`src/design/prime_sieve_next_prime_gap_assert.svh`:
```
// Assertion macros for the prime gap lookup block.
// Used by the top level; expects clk and arst_n in scope.
`ifndef PRIME_SIEVE_NEXT_PRIME_GAP_ASSERT_SVH
`define PRIME_SIEVE_NEXT_PRIME_GAP_ASSERT_SVH

// same-cycle implication
`define PSG_ASSERT_NOW(label, ante, cons) \
	label: assert property (@(posedge clk) disable iff (!arst_n) (ante) |-> (cons)) \
		else $error("psg assertion failed");

// next-cycle implication
`define PSG_ASSERT_NEXT(label, ante, cons) \
	label: assert property (@(posedge clk) disable iff (!arst_n) (ante) |=> (cons)) \
		else $error("psg assertion failed");

`endif

```
`src/design/psg_pkg.sv`:
```
// Package for the prime gap lookup block: widths, limits and shared types.
// No dependencies.
`default_nettype none
package psg_pkg;
	localparam int VALUE_W  = 20;
	localparam int GAP_W    = 8;
	localparam int LOG_WORD = 6;
	localparam int WORD_W   = 1 << LOG_WORD;
	localparam int GAP_MAX  = 255;
	localparam int SCAN_WORDS = 5;

	typedef logic [WORD_W-1:0] word_t;

	typedef struct packed {
		logic             found;
		logic [GAP_W-1:0] gap;
	} eval_t;
endpackage
`default_nettype wire

```
`src/design/psg_eval.sv`:
```
// Query word evaluation: first set bit at or above the query bit, and its gap.
// Depends on psg_pkg.
`default_nettype none
module psg_eval (
	input  wire psg_pkg::word_t        word,
	input  wire logic [2:0]            k,
	input  wire logic [psg_pkg::LOG_WORD-1:0] vlo,
	output psg_pkg::eval_t             res
);
	import psg_pkg::*;

	word_t                 masked;
	logic [7:0]            byte_nz;
	logic [2:0]            bsel;
	logic [7:0]            sel_byte;
	logic [2:0]            bpos;
	logic [LOG_WORD-1:0]   pos;
	logic [9:0]            span;

	always_comb begin
		masked = (k == 3'd0) ? (word & ({WORD_W{1'b1}} << vlo)) : word;
		for (int b = 0; b < 8; b++) begin
			byte_nz[b] = |masked[b*8 +: 8];
		end
		bsel = 3'd0;
		for (int b = 7; b >= 0; b--) begin
			if (byte_nz[b]) begin
				bsel = 3'(b);
			end
		end
		sel_byte = masked[bsel*8 +: 8];
		bpos = 3'd0;
		for (int t = 7; t >= 0; t--) begin
			if (sel_byte[t]) begin
				bpos = 3'(t);
			end
		end
		pos = {bsel, bpos};
		span = {1'b0, k, pos} - {4'd0, vlo};
		res.found = |byte_nz;
		res.gap = (span > 10'(GAP_MAX)) ? GAP_W'(GAP_MAX) : span[GAP_W-1:0];
	end
endmodule
`default_nettype wire

```
`config.mk`:
```
export PLATFORM = sky130hd
export DESIGN_NAME = psg_eval
export DESIGN_NICKNAME = d
export VERILOG_FILES = /design/src/design/prime_sieve_next_prime_gap_assert.svh /design/src/design/psg_pkg.sv /design/src/design/psg_eval.sv
export SDC_FILE = /design/constraint.sdc
export NUM_CORES = 1
export LEC_CHECK = 0
export ABC_AREA = 1
export BUFFER_PORTS_ARGS = -buffer_cell sky130_fd_sc_hd__clkbuf_2
export CAP_MARGIN = 20
export CORE_MARGIN = 3
export CORE_UTILIZATION = 43
export DETAILED_ROUTE_END_ITERATION = 16
export GPL_ROUTABILITY_DRIVEN = 0
export GPL_TIMING_DRIVEN = 0
export MAX_ROUTING_LAYER = met4
export PLACE_DENSITY_LB_ADDON = 0.05
export SYNTH_ARGS = -nofsm -noshare
export SYNTH_HDL_FRONTEND = slang
export SYNTH_SLANG_ARGS = --single-unit
```
`constraint.sdc`:
```
create_clock -name vclk -period 8.8
set_input_delay 0.44 -clock vclk [all_inputs]
set_output_delay 0.44 -clock vclk [all_outputs]
set_load 0.02 [all_outputs]
```
### Word level (Yosys, flattened, before mapping)

Index checks and enable logic that the tools add are counted.

| cells by class | value |
|---|---|
| add/sub/neg operators | 1 |
| $lt $le $gt $ge | 1 |
| shift operators | 2 |
| muxes and demuxes | 18 |
| bitwise operators | 1 |
| reductions and logical operators | 10 |

Operator list:

| operator | count |
|---|---|
| $and A64 B64 Y64 | 1 |
| $mux W64 | 1 |
| $reduce_or A64 Y1 | 1 |
| $reduce_or A8 Y1 | 8 |
| $shiftx A64 B7 Y8 | 1 |
| $shl A64 B6 Y64 const A | 1 |
| $mux W3 | 16 |
| $gt A10 B8 Y1 const B | 1 |
| $sub A9 B6 Y10 | 1 |
| $mux W8 | 1 |
| $logic_not A3 Y1 | 1 |

| word-level totals | value |
|---|---|
| flip-flop bits (word level) | 0 |
| input port bits | 73 |
| output and inout bits | 9 |

### Depth between registers and ports, before layout

| depth | value |
|---|---|
| depth after elaboration | 24 |
| mapped depth | 44 |
| mapped depth without buffers | 42 |

### Worst setup path after synthesis

OpenSTA, ideal clock, no wires.

| path | value |
|---|---|
| path kind | in2out |
| start point | input vlo[3] (netlist bit) |
| end point | output res[2] (netlist bit) |
| arrival time | 4.338 ns |
| setup slack | 4.022 ns |
| stages on the path | 42 |
| path buffers | 2 |
| cells stage by stage | buf_4 -> nor2_1 -> nand2_1 -> nand2_1 -> nor2_1 -> nor2_1 -> nor2_1 -> nand2_1 -> nor2_1 -> nand2_1 -> nand2_1 -> nand2_1 -> nand2_1 -> nand2_2 -> nand2_4 -> nand2_4 -> buf_4 -> nand2_1 -> [... 6 more ...] -> nand2_1 -> nand2_1 -> nand2_1 -> nand2_1 -> nand2_1 -> ha_1 -> inv_1 -> fa_1 -> nand2_1 -> inv_1 -> nor2_1 -> o21bai_1 -> a21oi_1 -> o21bai_1 -> nor2_1 -> nand2_1 -> a22oi_1 -> o21ai_0 |

RTL lines:

| item | RTL line | text |
|---|---|---|
| from (decl) | psg_eval.sv:7 | `input wire logic [psg_pkg::LOG_WORD-1:0] vlo,` |
| to (decl) | psg_eval.sv:8 | `output psg_pkg::eval_t res` |

==> out/qor.csv <==
stage,metric,value,unit
run_status,outcome,"finished, final reports clean",
sta,rsz0062_at_grt,no,
finish,seq_cells,0,
route,wl_per_cell,15.57,um
grt,antenna_found_initial,0,
run,maxCapViolations,0,
grt,grt_pass1_wl,13750,um
sta,period_minus_slack,5.766,ns
route,wl_met2,3819,um
setup_path,cpMostUsedCell,nand2_1,
route,viasPerCell,5.573,
route,drtPass1Iterations,5,
die,start_util,44.84,%
setup_path,cp.arrival,5.33,ns
sta,whs,1.293,ns
grt,grt_pass1_vias,2925,
setup_path,cpMaxStageDelayCell,a22oi_1,
power_and_ir_drop,p_seq_share,0,%
setup_path,cp.required,8.36,ns
power_and_ir_drop,ir_drop,27.67,uV
route,m1WireLength,3721,um
sta,worst_pin_slew,0.6014,ns
sta,period_share,65.52,%
die,die-height,76.64,um
die,die_w,76.64,um
sta,finalSetupTns,0,ns
setup_path,crit_fanout,10,
sta,hold_violations,0,
synth,synth_nets,503,
setup_path,startpoint_type,input pin,
power_and_ir_drop,p_int,43.08,uW
route,totalWireLength,8888,um
clock_tree,cts_resized,0,
synth,yosysSeqAreaShare,0,%
min_path,hold_path.class,input pin to primary output,
setup_path,critical_path_class,input pin to primary output,
power_and_ir_drop,power_frac_comb,100.0,%
power_and_ir_drop,p_switching,71.02,uW
synth,syn-mean-instance-area,5.073,sq um
grt,overflow,0,
place,dp_hpwl,7490,um
setup_path,slowest_delay,0.51,ns
finish,drive_gt1_share,25.40,%
power_and_ir_drop,sw_frac_of_total,62.24,%
finish,syn_to_final_growth,22.80,%
setup_path,endpoint_kind,primary output,
clock_tree,postCtsSetupBuffers,0,
synth,synthCells,423,
die,core,4786,sq um
place,io_buffers,81,
sta,setup_violations,0,
route,drc_errors,0,
sta,drv_slew,0,
grt,grt.total_usage,29.88,%
route,via_count,3182,
finish,clkbuf_count,0,
route,drt_iter0_markers,296,
finish,antenna_cells,0,
finish,ff_latch_area,0,sq um
die,io_pins,82,
route,antenna_left,0,
synth,synth_warnings,0,
die,rows,25,
sta,slew_headroom,59.91,%
grt,grt_max_degree,11,
sta,clock.fmax,0.1734,GHz
finish,n_fill_cell,534,
synth,synth_cell_types,36,
synth,syn-cell-area,2146,sq um
route,wl_met3,1001,um
power_and_ir_drop,clkPwrFrac,0,%
power_and_ir_drop,power_density,43.30,nW/um^2
finish,layout.nets,586,
power_and_ir_drop,leakage,0.001396,uW
route,top_layer,met4,
die,die_area,5874,sq um
clock_tree,ctsHoldBuffers,0,
## cells in the mapped netlist, drive strengths merged (2+ instances only)
library cell | number | area share (%)
a21boi | 7 | 2.4
a21oi | 18 | 4.2
a22oi | 2 | 0.70
and2 | 4 | 1.3
buf | 16 | 6.6
ha | 6 | 3.5
inv | 47 | 8.2
nand2 | 148 | 28
nand3 | 42 | 10
nand4 | 8 | 2.3
nor2 | 48 | 10
nor3 | 7 | 2.3
o211ai | 20 | 7.2
o21ai | 40 | 9.3
o21bai | 2 | 0.70
## power by group through the flow
stage	Combinational (uW)	Sequential, uW	Clock, uW
3_5_place_dp	111	0	0
3_3_place_gp	111	0	0
2_1_floorplan	71.2	0	0
5_1_grt	127	0	0
6_report	114	0	0
4_1_cts	112	0	0
## cell families (layout without fill, tap and decap cells)
logic type	after synthesis	in the layout	share of synthesized area (%)
AO/OA/AOI/OAI	92	92	25.77
XOR/XNOR	2	2	0.8165
adder cells (fa/ha/maj)	7	7	4.431
buffers and inverters	63	144	14.81
AND/OR/NAND/NOR	259	259	54.17
## cell usage in the layout (no fill, tap or decap), types with 18 or more instances in the layout
cell type,Yosys,final
a21oi_1,18,18
clkbuf_2,0,81
inv_1,39,39
nand2_1,140,140
nand3_1,41,41
nor2_1,40,40
o211ai_1,19,19
o21ai_0,21,21
o21ai_1,19,19
## worst max-delay path: cells and delay by family
| kind | cells | cell delay [ns] |
|---|---|---|
| AOI/OAI and AO/OA | 5 | 1.03 |
| adders and majority gates | 2 | 0.55 |
| buffers and inverters | 8 | 0.96 |
| and+or+nand+nor | 23 | 2.34 |
## path summary, 6_finish.rpt
path | from | to | slack (ns) | cells after the start
worst min-delay path | k[0] | res[6] | 1.29 | 4
worst max-delay path | k[1] | res[7] | 3.03 | 38
## through the flow
step                      setup WS (ns)  power [uW]  std cells  utilization [%]  area [sq um]
after floorplan                   4.022       71.18        423                -          2146
after global placement            3.121       110.7        571            55.06          2635
after detailed placement          3.091       111.5        571            55.06          2635
after CTS                         3.082       112.0        571            55.06          2635
after global routing              2.448       127.1        571            55.06          2635
final                             3.034       114.1        571            55.06          2635
## metal layers
layer | vias to the layer above | GRT usage (%)
met5 | - | -
met3 | 31 | 5.083
met4 | 0 | 11.59
met1 | 1373 | 38.46
met2 | 207 | 46.49
li1 | 1571 | -
## final cells by class
class	count	area (sq um)	share of cell area [%]
Timing Repair Buffer	81	405.4	15.38
Multi-Input combinational cell	360	1828	69.37
Buffer	16	141.4	5.366
Tap cell	67	83.83	3.181
Inverter	47	176.4	6.695
No activity file was read; power rests on OpenSTA's default activity.
